<file path="src/sv/tgr_ram.sv">
// ----------------------------------------------------------------------------
// tgr_ram
// Single-port RAM, registered read, read data held while re is low.
// ----------------------------------------------------------------------------
module tgr_ram #(
    parameter int WIDTH = 8,
    parameter int DEPTH = 256
) (
    input  logic                     clk,
    input  logic                     we,
    input  logic                     re,
    input  logic [$clog2(DEPTH)-1:0] addr,
    input  logic [WIDTH-1:0]         wdata,
    output logic [WIDTH-1:0]         rdata
);

    logic [WIDTH-1:0] mem_reg [DEPTH];
    logic [WIDTH-1:0] rdata_reg;

    always_ff @(posedge clk)
    begin
        if (we)
        begin
            mem_reg[addr] <= wdata;
        end
        if (re)
        begin
            rdata_reg <= mem_reg[addr];
        end
    end

    assign rdata = rdata_reg;

endmodule

</file>
<file path="config.mk">
export PLATFORM = sky130hd
export DESIGN_NAME = tgr_ram
export DESIGN_NICKNAME = d
export VERILOG_FILES = /design/src/sv/tgr_ram.sv
export SDC_FILE = /design/constraint.sdc
export NUM_CORES = 2
export LEC_CHECK = 0
export ABC_AREA = 0
export BUFFER_PORTS_ARGS = -buffer_cell sky130_fd_sc_hd__buf_2
export CAP_MARGIN = 20
export CORE_MARGIN = 2
export CORE_UTILIZATION = 60
export CTS_CLUSTER_SIZE = 10
export DETAILED_ROUTE_END_ITERATION = 16
export GPL_TIMING_DRIVEN = 1
export PLACE_DENSITY = 0.73
export REMOVE_ABC_BUFFERS = 1
export SYNTH_ARGS = -nofsm -noshare
export SYNTH_HDL_FRONTEND = slang
export SYNTH_SLANG_ARGS = --single-unit
</file>
<file path="constraint.sdc">
create_clock -name clk -period 3.55 [get_ports clk]
set_input_delay 0.71 -clock clk [delete_from_list [all_inputs] [get_ports clk]]
set_output_delay 0.71 -clock clk [all_outputs]
set_load 0.03 [all_outputs]
</file>
==> impl_metrics.json <==
{
  "n_fill_cell": 7643,
  "switch_share": 0.205,
  "core.rowCount": 132,
  "grt.busiest_layer": "met2",
  "max_slew_margin": 0.201,
  "final.min_clock_period_ps": 3450,
  "worstHoldEndpoint": "rdata[4]",
  "leakage_nw": 28.4,
  "final-setup-viol-count": 0,
  "drt_first_iter_violations": 5496,
  "postCtsResizedCells": 0,
  "critical_path_required_ps": 4130,
  "dominant_combinational_cell_family_by_area_after_synthesis": "multiplexers",
  "die_w_microns": 366,
  "arrival_ps": 4030,
  "critical_path_class": "in -> reg",
  "synth.distinct_cells": 21,
  "htreeDepth": 4,
  "place_hpwl_microns": 117000,
  "routed_wire_length_per_instance_microns": 32.9,
  "worstSetupEndpointType": "flop",
  "ant_nets": 0,
  "routed_via_density": 6.85,
  "maximum_fanout_count_along_the_critical_path": 23,
  "design.final.nets": 4081,
  "post-place-cells": 5578,
  "synth_register_bits": 2056,
  "grt_setup_unrepaired": "false",
  "cts_tree": "done",
  "finalWirelength_microns": 192000,
  "finish.cell_count_without_fillers": 5831,
  "fin_skew_ps": 18.4,
  "largest_register_ffs": 2048,
  "grtUsageMet3": 0.0618,
  "hold_viol_final": 0,
  "period_share": 0.970,
  "r2r_slack_ps": 480,
  "drt_first_pass_iters": 6,
  "synth_sequential_area_ratio": 0.786,
  "clock-sinks": 2056,
  "grt.total_usage": 0.291,
  "avgSynthCellArea_sq_um": 22.2,
  "cts_buffers": 224,
  "worstHoldPathType": "in -> reg",
  "worst_pin_slew_ps": 1180,
  "synth_compound_gate_area_share": 0.0362,
  "placed_area_sq_um": 84300,
  "syn-cell-area_sq_um": 78600,
  "power_switching_mw": 10.0,
  "port_buffers": 26,
  "floorplan.die_area_sq_um": 134000,
  "internal_power_mw": 38.9,
  "grt_first_pass_wirelength_microns": 281000,
  "reg2reg_depth": 6,
  "post_synth_xor_area_fraction": 0,
  "post_synth_fa_ha_maj_area_fraction": 0,
  "grt_overflow": 0,
  "hold_crit_depth": 1,
  "power.share.clock": 0.402,
  "met1_track_usage_gr": 0.410,
  "gp_congestion": 0.892,
  "crit-reg2reg-capture": "rdata[1]",
  "final_design_area_no_fill_sq_um": 90200,
  "grt_max_degree": 116,
  "powerDensity_nw_per_um2": 543,
  "clock_path_buffers": 3,
  "worst_hold_startpoint": "re",
  "area_growth_syn_to_layout_pct": 14.7,
  "initial_core_util": 0.605,
  "post-route-drc-count": 0,
  "cts-hold-fix-buffers": 0,
  "max-cap-violations": 0,
  "num_vias": 39953,
  "p_seq_frac": 0.548,
  "power_frac_comb": 0.049,
  "fmax_mhz": 290,
  "initial_antenna_violation_count": 10,
  "post_cts_buffers": 0,
  "report.final.slew_viol_count": 0,
  "cts.root.buffer_cell": "clkbuf_16",
  "postLayoutSetupSlackWorst_ps": 105,
  "worstSetupStartpointType": "input port",
  "pre_cts_ws_ps": -661,
  "clock_latency_ps": 830,
  "yosys.area_share.simple": 0.0173,
  "yosysWarnings": 0,
  "irDropWorstVdd_mv": 0.549,
  "worstReg2RegStart": "mem_reg[47][1]",
  "die_h_microns": 366,
  "vias_in_the_first_global_route": 40788,
  "fraction_of_final_layout_cells_sized_beyond_drive_strength_1": 0.313,
  "grt.met2_usage": 0.461,
  "io_pins": 27,
  "status": "completed",
  "netlist_instances": 3547,
  "post_synth_mux_area_share": 0.147,
  "design.core.area_sq_um": 130000,
  "worst_setup_hold_path_clk_slew_ps": 50
}
cell type report:
cell class	instances	area [sq um]	share of cell area
Clock inverter	13	160	0.00178
Antenna cell	4	10.0	0.000111
Inverter	1	3.75	0.0000416
Clock buffer	236	5710	0.0634
Timing Repair Buffer	521	4590	0.0509
Sequential cell	2056	61700	0.685
Tap cell	1742	2180	0.0242
Multi-Input combinational cell	1258	15800	0.175
worst max-delay path by stage:
stage,startpoint,endpoint,depth (start not counted)
CTS,addr[0],rdata[1],9
floorplan,addr[3],mem_reg[132][0],3
finish,addr[0],rdata[1],9
detailed placement,addr[0],rdata[1],9
global placement,addr[0],rdata[1],9
global route,addr[0],rdata[1],9
power groups by stage:
stage	registers [mW]	clock network (mW)	logic, mW
global placement	27.3	0	2.32
detailed placement	27.3	0	2.38
CTS	26.8	19.9	2.40
floorplan	27.3	0	0.923
global route	26.8	20.8	2.52
finish	26.8	19.7	2.41
cells by family after synthesis:
family / after synthesis
buffers and inverters: 233
multiplexers: 512
AO/OA/AOI/OAI: 416
flip-flops: 2056
AND/OR/NAND/NOR: 330
metal layers:
layer / wire (microns) / vias to the layer above / share of wire
met5: 63 / - / 0.00033
met4: 6200 / 10 / 0.032
met3: 21100 / 370 / 0.11
met2: 94400 / 2591 / 0.49
met1: 70100 / 21020 / 0.37
li1: - / 15962 / -
through the flow:
stage	TNS (ps)	total power, mW	util	hold WS (ps)
2_1_floorplan	-5192950	28.2	-	809
3_3_place_gp	-2760	29.6	0.649	1090
3_5_place_dp	-2820	29.7	0.649	1080
4_1_cts	0	49.2	0.694	208
5_1_grt	0	50.1	0.694	240
6_report	0	48.9	0.694	275
critical path: stages:
cell     delay (ps)
buf_8           250
buf_12          300
buf_4           270
mux4_2          520
a22oi_1         290
a21oi_1         210
o41ai_1        1090
buf_4           250
nand4_1          80
cell usage after synthesis:
cell / instances / area share
buf_6: 16 / 0.0023
nand2b_1: 6 / 0.00048
a21oi_1: 128 / 0.0082
nand3_1: 13 / 0.00083
buf_1: 19 / 0.00091
or3_1: 1 / 0.000080
and2_1: 3 / 0.00024
edfxtp_1: 2056 / 0.79
buf_2: 36 / 0.0023
nor2_1: 232 / 0.011
a22oi_1: 256 / 0.024
nor2b_1: 7 / 0.00056
clkbuf_1: 145 / 0.0069
buf_4: 16 / 0.0015
inv_1: 1 / 0.000048
nand4_1: 8 / 0.00064
o41ai_1: 32 / 0.0036
nor3_1: 30 / 0.0019
or2_2: 2 / 0.00016
nand2_1: 28 / 0.0013
mux4_2: 512 / 0.15
cell usage in the layout, fill, tap and decap left out:
cell type	n
or3_1	1
nand2_1	28
inv_16	1
clkbuf_8	8
a22oi_1	256
nor2b_4	2
nor3_1	30
clkbuf_16	227
mux4_2	512
diode_2	4
buf_8	2
buf_2	16
nor2_4	1
clkinv_16	1
and2_4	1
nor2b_1	5
a21oi_1	128
o41ai_1	32
clkinv_8	3
nand2b_1	6
nand3_1	13
clkinv_1	1
clkinv_2	1
buf_12	52
inv_1	1
nand4_1	8
inv_6	6
nor2_1	231
buf_4	443
clkbuf_1	9
and2_1	2
or2_2	2
edfxtp_1	2056
Power figures use the tool's default switching activity.
