File: src/sv/tgr_pkg.sv
// ----------------------------------------------------------------------------
// tgr_pkg
// Types and constants of the text glyph row rasterizer.
// ----------------------------------------------------------------------------
package tgr_pkg;

    // Font store size; a power of two so the address wraps by truncation.
    localparam int FONT_BYTES   = 16384;
    localparam int GLYPH_STRIDE = 32;
    localparam int ADDR_W       = $clog2(FONT_BYTES);

    localparam int BASE_W    = 14;
    localparam int WIDTH_W   = 4;
    localparam int CFG_IDX_W = 2;
    localparam int CFG_DAT_W = 14;
    localparam int PIX_W     = 36;
    localparam int CNT_W     = 4;

    // Operation codes
    localparam logic OP_RENDER     = 1'b0;
    localparam logic OP_FONT_WRITE = 1'b1;

    // Register indexes
    localparam logic [CFG_IDX_W-1:0] CFG_BASE_PRIMARY   = 2'd0;
    localparam logic [CFG_IDX_W-1:0] CFG_BASE_SECONDARY = 2'd1;
    localparam logic [CFG_IDX_W-1:0] CFG_CELL_WIDTH     = 2'd2;
    localparam logic [CFG_IDX_W-1:0] CFG_LINE_GRAPHICS  = 2'd3;

    localparam logic [WIDTH_W-1:0] CELL_WIDTH_RESET = 4'd8;
    localparam logic [WIDTH_W-1:0] CELL_WIDTH_WIDE  = 4'd9;

    localparam logic [CNT_W-1:0] COUNT_NONE   = 4'd0;
    localparam logic [CNT_W-1:0] COUNT_NARROW = 4'd8;
    localparam logic [CNT_W-1:0] COUNT_WIDE   = 4'd9;

    // Per-item controls handed to the pixel expander.
    typedef struct packed {
        logic       op;
        logic [3:0] fg;
        logic [3:0] bg;
        logic       nine;
        logic       ninth_copy;
    } tgr_row_ctl_t;

endpackage

File: src/sv/tgr_expand.sv
// ----------------------------------------------------------------------------
// tgr_expand
// Turns one font byte into eight or nine 4-bit color indices plus a pixel count.
// ----------------------------------------------------------------------------
module tgr_expand import tgr_pkg::*; (
    input  logic [7:0]       font_byte,
    input  tgr_row_ctl_t     ctl,
    output logic [PIX_W-1:0] pixel_row,
    output logic [CNT_W-1:0] pixel_count
);

    logic [3:0] ninth;

    always_comb
    begin
        pixel_row = '0;
        // msb first: leftmost pixel at the top nibble
        for (int i = 0; i < 8; i++)
        begin
            pixel_row[PIX_W-1-4*i -: 4] = font_byte[7-i] ? ctl.fg : ctl.bg;
        end

        ninth = (ctl.ninth_copy && font_byte[0]) ? ctl.fg : ctl.bg;
        pixel_row[3:0] = ctl.nine ? ninth : 4'd0;
        pixel_count    = ctl.nine ? COUNT_WIDE : COUNT_NARROW;

        if (ctl.op == OP_FONT_WRITE)
        begin
            pixel_row   = '0;
            pixel_count = COUNT_NONE;
        end
    end

endmodule

File: config.mk
export PLATFORM = sky130hd
export DESIGN_NAME = tgr_expand
export DESIGN_NICKNAME = d
export VERILOG_FILES = /design/src/sv/tgr_pkg.sv /design/src/sv/tgr_expand.sv
export SDC_FILE = /design/constraint.sdc
export NUM_CORES = 1
export LEC_CHECK = 0
export BUFFER_PORTS_ARGS = -buffer_cell sky130_fd_sc_hd__buf_2
export CAP_MARGIN = 20
export CORE_ASPECT_RATIO = 0.9
export CORE_MARGIN = 1.5
export CORE_UTILIZATION = 28
export DETAILED_ROUTE_END_ITERATION = 12
export PLACE_DENSITY_LB_ADDON = 0.12
export SETUP_SLACK_MARGIN = 0.5
export SLEW_MARGIN = 0
export SYNTH_ARGS = -nofsm -noshare
export SYNTH_HDL_FRONTEND = slang
export SYNTH_SLANG_ARGS = --single-unit
File: constraint.sdc
create_clock -name vclk -period 0.8
set_input_delay 0.08 -clock vclk [all_inputs]
set_output_delay 0.08 -clock vclk [all_outputs]
set_load 0.05 [all_outputs]
==> impl_metrics.ini, run 1 <==
[place]
dp.cells = 172
io_buffers = 57
gp_congestion = 0.7724
dp.final_hpwl_mm = 1.748
place_area_um2 = 1301
post-place-ws_ns = -0.2008

[outcome]
status = stopped before the end
error = [ERROR DPL-0038] Utilization greater than 100%, impossible to legalize
lastStage = 4_1_cts

[floorplanning]
die_h_um = 50.08
initial_utilization_pct = 30.75
ios = 59
rows = 16
die_w_um = 55.31

[cts]
cts_resized = 207
ctsHoldBuffers = 0
post_cts.repair.setup_buffers = 4

[synth]
synth_area_per_cell_um2 = 6.693
netlist_area_um2 = 689.4
syn_inst = 103
synth_cell_type_count = 12
ys_seq_area_share_pct = 0
ys_warn_count = 0
stage by stage:
| step | hold WS [ns] | util [%] | setup TNS, ns |
|---|---|---|---|
| 2_1_floorplan | 0.3539 | - | -0.04966 |
| 3_3_place_gp | 0.6593 | 58.04 | -4.201 |
| 3_5_place_dp | 0.6650 | 58.04 | -4.592 |
logic make-up after synthesis:
logic type             share of synthesized area, %
other                                        0.5439
AO/OA/AOI/OAI                                 8.712
multiplexers                                  46.46
buffers and inverters                         23.05
AND/OR/NAND/NOR                               21.24
cells in the mapped netlist:
cell type	instances	area (um^2)
mux2i_1	32	320.3
inv_1	2	7.510
conb_1	1	3.750
nor2_1	32	120.1
a21oi_1	4	20.02
nand2b_1	1	6.260
a21bo_1	4	40.04
buf_6	5	56.30
buf_2	9	45.04
clkbuf_2	7	35.03
buf_4	2	15.01
nand3_1	4	20.02
==> inputs of run 2 (changes only) <==
--- a/config.mk
+++ b/config.mk
@@ -7,12 +7,10 @@
 export LEC_CHECK = 0
 export BUFFER_PORTS_ARGS = -buffer_cell sky130_fd_sc_hd__buf_2
 export CAP_MARGIN = 20
-export CORE_ASPECT_RATIO = 0.9
-export CORE_MARGIN = 1.5
-export CORE_UTILIZATION = 28
+export CORE_AREA = 2 2 63 65
 export DETAILED_ROUTE_END_ITERATION = 12
-export PLACE_DENSITY_LB_ADDON = 0.12
-export SETUP_SLACK_MARGIN = 0.5
+export DIE_AREA = 0 0 65 67
+export PLACE_DENSITY_LB_ADDON = 0.15
 export SLEW_MARGIN = 0
 export SYNTH_ARGS = -nofsm -noshare
 export SYNTH_HDL_FRONTEND = slang
==> constraint.sdc (replaced) <==
create_clock -name vclk -period 1.04
set_input_delay 0.104 -clock vclk [all_inputs]
set_output_delay 0.104 -clock vclk [all_outputs]
set_load 0.05 [all_outputs]
==> impl_metrics.ini, run 2 <==
[detailed_routing]
antenna_left = 0
wl_per_cell_um = 12.40
dr.pass1.iters = 3
drtIter0Drc = 11
drt-total-wl_mm = 2.381
viasPerCell = 4.089
drc_errors = 0
routed-via-count = 785

[cells_and_area]
layout-drive-gt1-share_pct = 64.58
mostFrequentLayoutCells = buf_2, mux2i_1, nor2_2
num_antenna_cells = 0
regArea_um2 = 0
finalNonFillerCells = 192
area_growth_syn_to_layout_pct = 47.55
nets = 165
seq_cells = 0
final_common_cell = buf_2
clockBufferCount = 0

[power_and_ir_drop]
p_leak_nw = 0.5970
power.density_nw_per_um2 = 751.6
max-vdd-ir-drop_mv = 0.2556

[synth]
yosysTopAreaCell = mux2i_1
netlist.area_leader.share_pct = 46.46
synth.area.top_cells = mux2i_1, nor2_1, buf_6
synth_commonest_cells = mux2i_1, nor2_1, buf_2, clkbuf_2, buf_6
synth_cell_type_count = 12
synth_area_per_cell_um2 = 6.693
ys_warn_count = 0
syn_inst = 103
netlist_area_um2 = 689.4
ys_seq_area_share_pct = 0

[floorplanning]
initial_utilization_pct = 19.12
die-area_um2 = 4355
die_h_um = 67
rows = 22
ios = 59
die_w_um = 65
core_um2 = 3606

[timing]
min_period_over_period_pct = 93.37
min_period_ns = 0.9710
slew_violations = 0
setup_viol = 0
rsz0062_at_grt = no
max_freq_mhz = 1030
hold_violations = 0
setup_slack_ns = 0.06900

[setup_path]
critical_path_class = in2out
cp.required_ns = 0.94
crit_path_end_kind = output pin
worst-path-buf-inv = 2
path_delay_family = buffers and inverters
start_kind = input pin
cp_slowest_cell = buf_2
crit_chain = clkbuf_4 -> a21bo_1 -> a21oi_1 -> buf_2
max_stage_delay_ns = 0.27
critical_path_arrival_ns = 0.87
crit_fanout = 12

[global_route]
track_usage_pct = 10.30
grt_overflow_total = 0
grt_pass1_wl_mm = 3.553
grt_max_degree = 19
antenna_found_initial = 0
grt_pass1_vias = 740

[flow_run]
drv_cap = 0

[place]
gp_congestion = 0.7163
io_buffers = 57
dp.cells = 192
dp.final_hpwl_mm = 1.979
post-place-ws_ns = 0.04069

[min_path]
min_from = ctl[0]
hold_class = in2out
min_path_cells = 4
holdPathEnd = pixel_row[0]

[cts]
post_cts.repair.setup_buffers = 0
cts_resized = 0
ctsHoldBuffers = 0

[outcome]
status = finished, final reports clean
-- run 2: cell counts after synthesis --
Identical to the previous run, type by type.
-- run 2: per-stage QoR --
stage | utilization (%) | cell area [um^2] | total power, mW | TNS, ns | hold slack [ns]
final | 28.21 | 1017 | 0.7645 | 0 | 0.6942
after CTS | 27.93 | 1007 | 0.7691 | 0 | 0.7091
after global placement | 27.93 | 1007 | 0.7650 | 0 | 0.6982
after floorplan | - | 768.2 | 0.6363 | -1.213 | 0.4591
after global routing | 28.21 | 1017 | 0.8081 | 0 | 0.7369
after detailed placement | 27.93 | 1007 | 0.7690 | 0 | 0.7081
-- run 2: final cells by class --
| cell class | instances | area (um^2) |
|---|---|---|
| repair buffers | 63 | 340.3 |
| well taps | 48 | 60.06 |
| fillers | 438 | 2589 |
| inverters | 2 | 7.507 |
| multi-input cells | 79 | 609.3 |
-- run 2: kinds of logic after synthesis --
kind of cell	synth area share (%)
mux	46.46
simple gates	21.24
compound gates	8.712
buf+inv	23.05
other cells	0.5439
-- run 2: worst max path at each step --
stage                       from            to  slack [ns]  cells past startpoint
floorplan                 ctl[0]  pixel_row[0]       -0.28                      3
global placement    font_byte[0]  pixel_row[3]        0.06                      4
detailed placement  font_byte[0]  pixel_row[3]        0.04                      4
CTS                 font_byte[0]  pixel_row[3]        0.04                      4
global route             ctl[10]  pixel_row[2]        0.01                      4
finish              font_byte[0]  pixel_row[2]        0.07                      4
-- run 2: report_power, final --
group / leakage (nW) / switching, mW / internal, mW / total (mW)
sequential: 0 / 0 / 0 / 0
clock: 0 / 0 / 0 / 0
combinational: 0.597 / 0.560 / 0.205 / 0.765
total: 0.597 / 0.560 / 0.205 / 0.765
-- run 2: worst min-delay path: stages --
cell	delay (ns)
buf_2	0.15
nand3_1	0.09
a21oi_1	0.06
buf_4	0.19
-- run 2: metal layers --
layer	up-vias	share of wire (%)	global-route usage (%)
met5	-	0	0
met4	0	0	0
met3	0	6.6	0.8446
met1	348	46	13.60
met2	30	47	19.20
li1	407	-	-
No activity file was read; power rests on OpenSTA's default activity.
